**src/hw/rtl/seven_stop_color_ramp_top_defines.svh**
```systemverilog
// Assertion macros for the seven-stop color ramp.
// Included by the top level, which checks its own logic; needs clk and rst in scope.
`ifndef SEVEN_STOP_COLOR_RAMP_TOP_DEFINES_SVH
`define SEVEN_STOP_COLOR_RAMP_TOP_DEFINES_SVH

`ifndef ASSERT_OFF

// Condition holds at every clock edge out of reset.
`define CRMP_ASSERT_HOLDS(lbl, cond) \
  lbl: assert property (@(posedge clk) disable iff (rst) (cond)) \
    else $error("color ramp assertion failed");

// Consequence holds in the same cycle as the antecedent.
`define CRMP_ASSERT_IMPL(lbl, pre, post) \
  lbl: assert property (@(posedge clk) disable iff (rst) (pre) |-> (post)) \
    else $error("color ramp assertion failed");

// Consequence holds in the cycle after the antecedent.
`define CRMP_ASSERT_NEXT(lbl, pre, post) \
  lbl: assert property (@(posedge clk) disable iff (rst) (pre) |=> (post)) \
    else $error("color ramp assertion failed");

`else

`define CRMP_ASSERT_HOLDS(lbl, cond)
`define CRMP_ASSERT_IMPL(lbl, pre, post)
`define CRMP_ASSERT_NEXT(lbl, pre, post)

`endif

`endif

```
**src/hw/rtl/crmp_pkg.sv**
```systemverilog
// Shared types and constants of the seven-stop color ramp.
// Used by the division cells, the channel interpolators and the top level.
package crmp_pkg;

  // Position scale across the whole ramp and per segment.
  localparam int unsigned POS_SCALE = 6000;
  localparam int unsigned SEG_SCALE = 1000;
  // Quotient bits: position stays below POS_SCALE < 2**13.
  localparam int unsigned POS_BITS  = 13;
  localparam int unsigned SEG_BITS  = 3;
  localparam int unsigned FRAC_BITS = 10;

  // Color stops and channels.
  localparam int unsigned STOP_COUNT = 7;
  localparam int unsigned CH_COUNT   = 3;
  localparam int unsigned CH_RED     = 0;
  localparam int unsigned CH_GREEN   = 1;
  localparam int unsigned CH_BLUE    = 2;

  localparam logic [7:0] STOP_RGB [STOP_COUNT][CH_COUNT] = '{
    '{8'd64,  8'd224, 8'd208},  // turquoise
    '{8'd173, 8'd216, 8'd230},  // light blue
    '{8'd0,   8'd200, 8'd0  },  // green
    '{8'd255, 8'd220, 8'd0  },  // yellow
    '{8'd255, 8'd140, 8'd0  },  // orange
    '{8'd220, 8'd20,  8'd20 },  // red
    '{8'd148, 8'd0,   8'd211}   // violet
  };

  // Divide by SEG_SCALE as multiply by ceil(2**28/1000) and shift; exact for
  // products below 493000, and |delta| * frac stays below 255000.
  localparam int unsigned P_BITS      = 18;
  localparam int unsigned RECIP_BITS  = 19;
  localparam int unsigned PROD_BITS   = P_BITS + RECIP_BITS;
  localparam int unsigned RECIP       = 268436;
  localparam int unsigned RECIP_SHIFT = 28;

  // Configuration register indexes and reset values.
  localparam logic [1:0] REG_WINDOW_LOW    = 2'd0;
  localparam logic [1:0] REG_WINDOW_HIGH   = 2'd1;
  localparam logic [1:0] REG_REVERSE_SENSE = 2'd2;
  localparam int         LOW_RESET         = 0;
  localparam int         HIGH_RESET        = 365;
  // Register width floor so that HIGH_RESET is representable.
  localparam int unsigned MIN_REG_BITS     = 10;

  // Saturation flags that ride along with each transaction.
  typedef struct packed {
    logic first;  // clamp to the first stop
    logic last;   // clamp to the last stop
  } tag_t;

endpackage

```
**src/hw/rtl/crmp_div_cell.sv**
```systemverilog
// One cell of the restoring divider chain: settles one quotient bit per cell.
// Depends on crmp_pkg (POS_BITS, tag_t).
module crmp_div_cell #(
  parameter int RW    = 16,
  parameter int SHIFT = 0
) (
  input  logic                            clk,
  input  logic                            rst,
  input  logic                            en,
  input  logic                            up_valid,
  input  logic [RW+crmp_pkg::POS_BITS-1:0] up_rem,
  input  logic [RW-1:0]                   up_den,
  input  logic [crmp_pkg::POS_BITS-1:0]   up_quot,
  input  crmp_pkg::tag_t                  up_tag,
  output logic                            valid,
  output logic [RW+crmp_pkg::POS_BITS-1:0] rem,
  output logic [RW-1:0]                   den,
  output logic [crmp_pkg::POS_BITS-1:0]   quot,
  output crmp_pkg::tag_t                  tag
);

  localparam int DW = RW + crmp_pkg::POS_BITS;

  logic [DW-1:0]                 den_sh;
  logic                          take;
  logic [DW-1:0]                 rem_next;
  logic [crmp_pkg::POS_BITS-1:0] quot_next;

  // Trial subtract of the shifted divisor.
  always_comb begin
    den_sh    = DW'(up_den) << SHIFT;
    take      = (up_rem >= den_sh);
    rem_next  = take ? (up_rem - den_sh) : up_rem;
    quot_next = up_quot;
    quot_next[SHIFT] = take;
  end

  // Advance the valid bit with the chain.
  always_ff @(posedge clk) begin
    if (rst) begin
      valid <= 1'b0;
    end else if (en) begin
      valid <= up_valid;
    end
  end

  // Hand the partial result to the next cell.
  always_ff @(posedge clk) begin
    if (en) begin
      rem  <= rem_next;
      den  <= up_den;
      quot <= quot_next;
      tag  <= up_tag;
    end
  end

endmodule

```
**src/hw/rtl/crmp_chan.sv**
```systemverilog
// One color channel: interpolates between neighboring stops in two stages.
// Depends on crmp_pkg (stop table, reciprocal constants).
module crmp_chan #(
  parameter int CHAN = 0
) (
  input  logic                           clk,
  input  logic                           en,
  input  logic [crmp_pkg::SEG_BITS-1:0]  seg,
  input  logic [crmp_pkg::FRAC_BITS-1:0] frac,
  output logic [7:0]                     level
);

  logic [7:0]                      a_lvl;
  logic [7:0]                      b_lvl;
  logic                            neg_next;
  logic [7:0]                      mag_next;
  logic [crmp_pkg::P_BITS-1:0]     p_next;

  logic [crmp_pkg::P_BITS-1:0]     p1;
  logic                            neg1;
  logic [7:0]                      a1;
  logic [crmp_pkg::PROD_BITS-1:0]  prod2;
  logic                            neg2;
  logic [7:0]                      a2;
  logic [7:0]                      step;

  // Look up the two stops and scale the step magnitude by the fraction.
  always_comb begin
    a_lvl    = crmp_pkg::STOP_RGB[seg][CHAN];
    b_lvl    = crmp_pkg::STOP_RGB[crmp_pkg::SEG_BITS'(seg + 1'b1)][CHAN];
    neg_next = (b_lvl < a_lvl);
    mag_next = neg_next ? (a_lvl - b_lvl) : (b_lvl - a_lvl);
    p_next   = crmp_pkg::P_BITS'(mag_next) * crmp_pkg::P_BITS'(frac);
  end

  // Stage one: product, then stage two: multiply by the reciprocal.
  always_ff @(posedge clk) begin
    if (en) begin
      p1    <= p_next;
      neg1  <= neg_next;
      a1    <= a_lvl;
      prod2 <= crmp_pkg::PROD_BITS'(p1) *
               crmp_pkg::PROD_BITS'(crmp_pkg::RECIP);
      neg2  <= neg1;
      a2    <= a1;
    end
  end

  // Quotient truncates toward zero since the sign is applied afterward.
  always_comb begin
    step  = prod2[crmp_pkg::RECIP_SHIFT +: 8];
    level = neg2 ? (a2 - step) : (a2 + step);
  end

endmodule

```
**src/hw/rtl/seven_stop_color_ramp_top.sv**
```systemverilog
// Seven-stop color ramp: maps a signed sample onto a rainbow of seven stops.
// Depends on crmp_pkg, crmp_div_cell, crmp_chan and the assertion header.
//
// One transaction is taken every clock unless sample_stall is high, and each
// yields one color through the prepare register (mirror and clamp against the
// window), the registers that form (value - low) * 6000, the divider cells
// (one quotient bit per cell), the segment split, each channel interpolator
// and the output register. The divider chain is the longest part; throughput
// is one color per clock while nothing stalls. A one-entry skid register
// behind the output register absorbs a stall; sample_stall is that skid's
// full flag, so the whole pipeline holds while it is occupied. The window
// registers may only be written while no transaction is in flight.

`include "seven_stop_color_ramp_top_defines.svh"

module seven_stop_color_ramp_top #(
  parameter int VALUE_BITS = 16
) (
  input  logic                         clk,
  input  logic                         rst,
  input  logic                         sample_valid,
  output logic                         sample_stall,
  input  logic signed [VALUE_BITS-1:0] sample_value,
  output logic                         color_valid,
  input  logic                         color_stall,
  output logic [7:0]                   red_level,
  output logic [7:0]                   green_level,
  output logic [7:0]                   blue_level,
  input  logic                         cfg_valid,
  output logic                         cfg_ready,
  input  logic [1:0]                   cfg_index,
  input  logic [VALUE_BITS-1:0]        cfg_data
);

  localparam int RW  = (VALUE_BITS < crmp_pkg::MIN_REG_BITS) ?
                       crmp_pkg::MIN_REG_BITS : VALUE_BITS;
  localparam int XW  = RW + 2;
  localparam int PB  = crmp_pkg::POS_BITS;
  localparam int DW  = RW + PB;
  localparam int T1W = RW + 9;
  localparam int T2W = RW + 4;
  localparam int NC  = crmp_pkg::CH_COUNT;

  // Configuration registers.
  logic signed [RW-1:0] window_low;
  logic signed [RW-1:0] window_high;
  logic                 reverse_sense;

  // Global pipeline advance.
  logic en;

  // Prepare stage.
  logic signed [XW-1:0] v_x, lo_x, hi_x, m_x;
  crmp_pkg::tag_t       tag_next;
  logic                 v1;
  logic [RW-1:0]        num1, den1;
  crmp_pkg::tag_t       tag1;

  // Multiply by 6000 = 16 * (256 + 128 - 8 - 1).
  logic                 v2;
  logic [T1W-1:0]       t1_2;
  logic [T2W-1:0]       t2_2;
  logic [RW-1:0]        den2;
  crmp_pkg::tag_t       tag2;
  logic                 v3;
  logic [DW-1:0]        dvd3;
  logic [RW-1:0]        den3;
  crmp_pkg::tag_t       tag3;

  // Divider chain taps.
  logic                 vld_c  [PB+1];
  logic [DW-1:0]        rem_c  [PB+1];
  logic [RW-1:0]        den_c  [PB+1];
  logic [PB-1:0]        quot_c [PB+1];
  crmp_pkg::tag_t       tag_c  [PB+1];
  logic                 div_live;

  // Segment split stage.
  logic [crmp_pkg::SEG_BITS-1:0]  seg_next;
  logic [PB-1:0]                  base_next;
  logic                           vs;
  logic [crmp_pkg::SEG_BITS-1:0]  seg_s;
  logic [crmp_pkg::FRAC_BITS-1:0] frac_s;
  crmp_pkg::tag_t                 tag_s;

  // Flags beside the channel stages.
  logic           vm1, vm2;
  crmp_pkg::tag_t tagm1, tagm2;

  // Results and output buffering.
  logic [7:0] lvl      [NC];
  logic [7:0] res      [NC];
  logic       arrive;
  logic       skid_valid;
  logic [7:0] skid_lvl [NC];

  assign cfg_ready    = 1'b1;
  assign en           = !skid_valid;
  assign sample_stall = skid_valid;

  // Write configuration registers; unknown indexes are dropped.
  always_ff @(posedge clk) begin
    if (rst) begin
      window_low    <= RW'(crmp_pkg::LOW_RESET);
      window_high   <= RW'(crmp_pkg::HIGH_RESET);
      reverse_sense <= 1'b0;
    end else if (cfg_valid && cfg_ready) begin
      case (cfg_index)
        crmp_pkg::REG_WINDOW_LOW:    window_low    <= RW'($signed(cfg_data));
        crmp_pkg::REG_WINDOW_HIGH:   window_high   <= RW'($signed(cfg_data));
        crmp_pkg::REG_REVERSE_SENSE: reverse_sense <= cfg_data[0];
        default: ;
      endcase
    end
  end

  // Mirror inside the window and classify against its ends.
  always_comb begin
    v_x  = XW'(sample_value);
    lo_x = XW'(window_low);
    hi_x = XW'(window_high);
    m_x  = reverse_sense ? (lo_x + hi_x - v_x) : v_x;
    tag_next.first = (hi_x <= lo_x) || (m_x <= lo_x);
    tag_next.last  = !tag_next.first && (m_x >= hi_x);
  end

  // Advance valid bits of the stages kept here.
  always_ff @(posedge clk) begin
    if (rst) begin
      v1  <= 1'b0;
      v2  <= 1'b0;
      v3  <= 1'b0;
      vs  <= 1'b0;
      vm1 <= 1'b0;
      vm2 <= 1'b0;
    end else if (en) begin
      v1  <= sample_valid;
      v2  <= v1;
      v3  <= v2;
      vs  <= vld_c[PB];
      vm1 <= vs;
      vm2 <= vm1;
    end
  end

  // Prepare, then scale the numerator by the position scale.
  always_ff @(posedge clk) begin
    if (en) begin
      num1 <= RW'(m_x - lo_x);
      den1 <= RW'(hi_x - lo_x);
      tag1 <= tag_next;
      t1_2 <= (T1W'(num1) << 8) + (T1W'(num1) << 7);
      t2_2 <= (T2W'(num1) << 3) + T2W'(num1);
      den2 <= den1;
      tag2 <= tag1;
      dvd3 <= DW'(t1_2 - T1W'(t2_2)) << 4;
      den3 <= den2;
      tag3 <= tag2;
    end
  end

  // Feed the divider chain, most significant quotient bit first.
  assign vld_c[0]  = v3;
  assign rem_c[0]  = dvd3;
  assign den_c[0]  = den3;
  assign quot_c[0] = '0;
  assign tag_c[0]  = tag3;

  for (genvar i = 0; i < PB; i++) begin : g_div
    crmp_div_cell #(
      .RW    (RW),
      .SHIFT (PB - 1 - i)
    ) u_cell (
      .clk      (clk),
      .rst      (rst),
      .en       (en),
      .up_valid (vld_c[i]),
      .up_rem   (rem_c[i]),
      .up_den   (den_c[i]),
      .up_quot  (quot_c[i]),
      .up_tag   (tag_c[i]),
      .valid    (vld_c[i+1]),
      .rem      (rem_c[i+1]),
      .den      (den_c[i+1]),
      .quot     (quot_c[i+1]),
      .tag      (tag_c[i+1])
    );
  end

  // Split the position into segment and thousandths.
  always_comb begin
    seg_next  = '0;
    base_next = '0;
    for (int k = 1; k < crmp_pkg::STOP_COUNT - 1; k++) begin
      if (quot_c[PB] >= PB'(k * crmp_pkg::SEG_SCALE)) begin
        seg_next  = crmp_pkg::SEG_BITS'(k);
        base_next = PB'(k * crmp_pkg::SEG_SCALE);
      end
    end
  end

  always_ff @(posedge clk) begin
    if (en) begin
      seg_s  <= seg_next;
      frac_s <= crmp_pkg::FRAC_BITS'(quot_c[PB] - base_next);
      tag_s  <= tag_c[PB];
      tagm1  <= tag_s;
      tagm2  <= tagm1;
    end
  end

  // Interpolate each channel and apply the window clamps.
  for (genvar c = 0; c < NC; c++) begin : g_chan
    crmp_chan #(
      .CHAN (c)
    ) u_chan (
      .clk   (clk),
      .en    (en),
      .seg   (seg_s),
      .frac  (frac_s),
      .level (lvl[c])
    );

    assign res[c] = tagm2.first ? crmp_pkg::STOP_RGB[0][c] :
                    tagm2.last  ? crmp_pkg::STOP_RGB[crmp_pkg::STOP_COUNT-1][c] :
                    lvl[c];
  end

  assign arrive = vm2 && en;

  // Output register with one skid entry behind it.
  always_ff @(posedge clk) begin
    if (rst) begin
      color_valid <= 1'b0;
      skid_valid  <= 1'b0;
    end else if (!color_valid || !color_stall) begin
      color_valid <= skid_valid || arrive;
      skid_valid  <= 1'b0;
    end else if (arrive) begin
      skid_valid  <= 1'b1;
    end
  end

  always_ff @(posedge clk) begin
    if (!color_valid || !color_stall) begin
      if (skid_valid) begin
        red_level   <= skid_lvl[crmp_pkg::CH_RED];
        green_level <= skid_lvl[crmp_pkg::CH_GREEN];
        blue_level  <= skid_lvl[crmp_pkg::CH_BLUE];
      end else begin
        red_level   <= res[crmp_pkg::CH_RED];
        green_level <= res[crmp_pkg::CH_GREEN];
        blue_level  <= res[crmp_pkg::CH_BLUE];
      end
    end else if (arrive) begin
      skid_lvl <= res;
    end
  end

  // Unclamped transaction leaving the divider chain.
  assign div_live = vld_c[PB] && !tag_c[PB].first && !tag_c[PB].last;

  // Checks on the output buffering, the clamp flags and the divider chain.
  `CRMP_ASSERT_IMPL(a_skid_behind_out, skid_valid, color_valid)
  `CRMP_ASSERT_NEXT(a_skid_drains, skid_valid && !color_stall, !skid_valid)
  `CRMP_ASSERT_IMPL(a_tag_exclusive, vm2, !(tagm2.first && tagm2.last))
  `CRMP_ASSERT_IMPL(a_pos_range, div_live, quot_c[PB] < PB'(crmp_pkg::POS_SCALE))
  `CRMP_ASSERT_IMPL(a_rem_below_den, div_live, rem_c[PB] < DW'(den_c[PB]))

endmodule
```
**config.mk**
```make
export PLATFORM = sky130hd
export DESIGN_NAME = seven_stop_color_ramp_top
export DESIGN_NICKNAME = d
export VERILOG_FILES = /design/src/hw/rtl/crmp_pkg.sv /design/src/hw/rtl/crmp_div_cell.sv /design/src/hw/rtl/crmp_chan.sv /design/src/hw/rtl/seven_stop_color_ramp_top.sv
export VERILOG_INCLUDE_DIRS = /design/src /design/src/hw/rtl
export SDC_FILE = /design/constraint.sdc
export NUM_CORES = 2
export LEC_CHECK = 0
export BUFFER_PORTS_ARGS = -buffer_cell sky130_fd_sc_hd__buf_4
export CORE_ASPECT_RATIO = 1.4
export CORE_MARGIN = 5
export CORE_UTILIZATION = 34
export DETAILED_ROUTE_END_ITERATION = 8
export SLEW_MARGIN = 20
export SYNTH_ARGS = -nofsm -noshare
export SYNTH_HDL_FRONTEND = slang
export SYNTH_SLANG_ARGS = --single-unit
```
**constraint.sdc**
```tcl
create_clock -name clk -period 38.9 [get_ports clk]
set_clock_uncertainty 0.1 [all_clocks]
set_input_delay 0 -clock clk [delete_from_list [all_inputs] [get_ports clk]]
set_output_delay 0 -clock clk [all_outputs]
set_load 0.01 [all_outputs]
```
==> flow_metrics.tcl <==
set metrics [dict create \
    yosys-top-cells-area "edfxtp_1 (40%), ha_1 (16%), fa_1 (8.5%)" \
    synth_edf_count 932 \
    dieArea_sq_mm 0.2148 \
    ant_nets 0 \
    chipHeight_microns 546.3 \
    vias_per_cell 4.878 \
    worstReg2RegStart "seg_s[0]" \
    rows 197 \
    required_ns 39.29 \
    period_share_pct 25.06 \
    rsz0062_at_grt "false" \
    fin_crit_ns 9.749 \
    yosys.cell_count.top_type "inv_1" \
    grt_max_degree 168 \
    syn_to_final_growth_pct 11.46 \
    setup_viol 0 \
    ys_seq_area_share_pct 41.61 \
    drv_slew 0 \
    hold_viol 0 \
    fmax_ghz 0.1026 \
    routed_wl_microns 145500 \
    drive_gt1_share_pct 5.903 \
    drt_iter0_markers 1782 \
    cap_viol_max_count 0 \
    cts-buffers-inserted 105 \
    hold_buffers 86 \
    antenna_found_initial 2 \
    grt-ovfl-total 0 \
    synth_seq_cells 986 \
    grt_usage_pct 13.58 \
    firstDrtPassIters 5 \
    start_util_pct 34.06 \
    routedWlPerCell_microns 15.54 \
    gp_congestion 0.8900 \
    cts_max_level 3 \
    end_kind "flip-flop" \
    startpoint_type "flip-flop" \
    clock_latency_ns 0.73 \
    drcViolationCount 0 \
    syn_area_sq_mm 0.06986 \
    synthArstFlopShare_pct 0 \
    max_stage_delay_ns 0.82 \
    yosys_warnings 0 \
    cp.arrival_ns 10.13 \
    whs_ns 0.1171 \
    cts_resized 0 \
    nets 7834 \
    die_x_microns 393.1 \
    clk_pin_slew_ns 0.06 \
    grt_pass1_wl_microns 239500 \
    tightest_slew_ns 1.036 \
    io_pins 66 \
    crit_fanout 22 \
    synth.top_cell.area_share_pct 40.06 \
    status "complete, no violations" \
    synth_area_per_cell_sq_um 10.92 \
    hp-class "input pin to flip-flop" \
    vias 45672 \
    slowest_stage "edfxtp_1" \
    port-buffer-count 64 \
    hold_path_startpoint "cfg_index[0]" \
    post-dp-hpwl_microns 114400 \
    fillerInstances 19760 \
    clock_path_buffers 3 \
    synth_largest_area_cell "edfxtp_1" \
    crit_path_start "seg_s[0]" \
    synth-main-ff-cell "edfxtp_1" \
    synth.distinct_cells 104 \
    syn-num-nets 7649 \
    clock-sinks 986 \
    yosys-top-cells-count "inv_1 (944), edfxtp_1 (932), ha_1 (915)" \
    slew_headroom_pct 30.92 \
    post_cts_buffers 0 \
    r2r_slack_ns 29.15 \
    synthCells 6398 \
    grt_pass1_vias 48324 \
    cts_root_buf "clkbuf_16" \
    critPathKind "flip-flop to flip-flop" \
    core_sq_mm 0.2051 \
    cts_tree "built" \
    setup_tns_ns 0 \
]
-- sequential cells by signal, indices dropped and copies added, names as in the netlist, 18 cells and up --
signal               flops
skid_lvl                24
g_div.u_cell.tag        26
g_div.u_cell.den       192
dvd3                    25
g_div.u_cell.rem       306
g_div.u_cell.quot       91
t2_2                    20
g_chan.u_chan.prod2     24
g_chan.u_chan.p1        52
g_chan.u_chan.a1        18
g_chan.u_chan.a2        18
-- worst paths after layout --
check	end	depth (start not counted)
max	g_chan[0].u_chan.p1[16]	31
min	reverse_sense	5
max reg2reg	g_chan[0].u_chan.p1[16]	31
min reg2reg	g_div[12].u_cell.quot[9]	0
-- through the flow --
stage | worst slack (ns) | instance area, sq um | instances | utilization, %
floorplan | 10.75 | 69860 | 6398 | -
global placement | 29.46 | 73480 | 9075 | 35.83
detailed placement | 29.21 | 73480 | 9075 | 35.83
CTS | 29.22 | 77840 | 9360 | 37.96
global route | 28.62 | 77860 | 9362 | 37.97
finish | 29.15 | 77860 | 9362 | 37.97
-- layer usage --
metal  vias up  GRT usage (%)  part of all wire (%)
met2       645          27.27                    56
met5         -              0                     0
li1      22706              -                     -
met4         0          6.568                   5.0
met3       355          1.467                   2.3
met1     21966          13.60                    37
-- cell families (layout without fill, tap and decap cells) --
kind of cell | Yosys count | in the layout | synth area share (%)
buf+inv | 1043 | 1320 | 5.703
mux | 105 | 105 | 1.619
flops | 986 | 986 | 41.61
other cells | 1 | 2 | 0.005368
compound gates | 1138 | 1138 | 10.33
simple gates | 1517 | 1517 | 10.86
fa+ha+maj | 1212 | 1212 | 24.90
xor+xnor | 396 | 396 | 4.976
-- critical path: cells and delay by family, from the launching register on --
| family | cells | cell delay, ns |
|---|---|---|
| fa+ha+maj | 9 | 4.05 |
| flops | 1 | 0.82 |
| buf+inv | 5 | 0.40 |
| mux | 1 | 0.17 |
| compound gates | 10 | 2.38 |
| simple gates | 4 | 0.79 |
| xor+xnor | 2 | 0.79 |
-- cell usage in the layout (no fill, tap or decap), drive strengths merged, types with 12 or more instances in the layout --
| master | count |
|---|---|
| o21a | 73 |
| inv | 955 |
| mux2i | 41 |
| a211o | 12 |
| dfxtp | 54 |
| nand4 | 49 |
| ha | 915 |
| a21boi | 17 |
| a31oi | 41 |
| nor4 | 38 |
| nand3 | 65 |
| and3 | 27 |
| and2 | 136 |
| edfxtp | 932 |
| nor2b | 120 |
| o41ai | 17 |
| nand2b | 85 |
| a21o | 127 |
| o31ai | 52 |
| o21ai | 282 |
| a211oi | 29 |
| nand2 | 403 |
| mux2 | 64 |
| nor3 | 107 |
| nand3b | 17 |
| fa | 297 |
| clkbuf | 125 |
| dlygate4sd3 | 87 |
| o21bai | 35 |
| or3 | 37 |
| o211ai | 17 |
| a21oi | 339 |
| or2 | 16 |
| xor2 | 146 |
| buf | 87 |
| xnor2 | 250 |
| nor2 | 370 |
| clkinv | 49 |
-- final cells by class --
type	instances	area, sq um	area share [%]
Clock buffer	125	2744	3.524
Multi-Input combinational cell	4369	36830	47.30
Timing Repair Buffer	174	1536	1.973
Clock inverter	74	754.5	0.9690
Antenna cell	1	2.502	0.003214
Inverter	947	3562	4.575
Tap cell	2686	3361	4.316
Sequential cell	986	29070	37.34
Power is not shown: default switching activity piles up to over one toggle a cycle in this logic, so the estimate is an artifact.
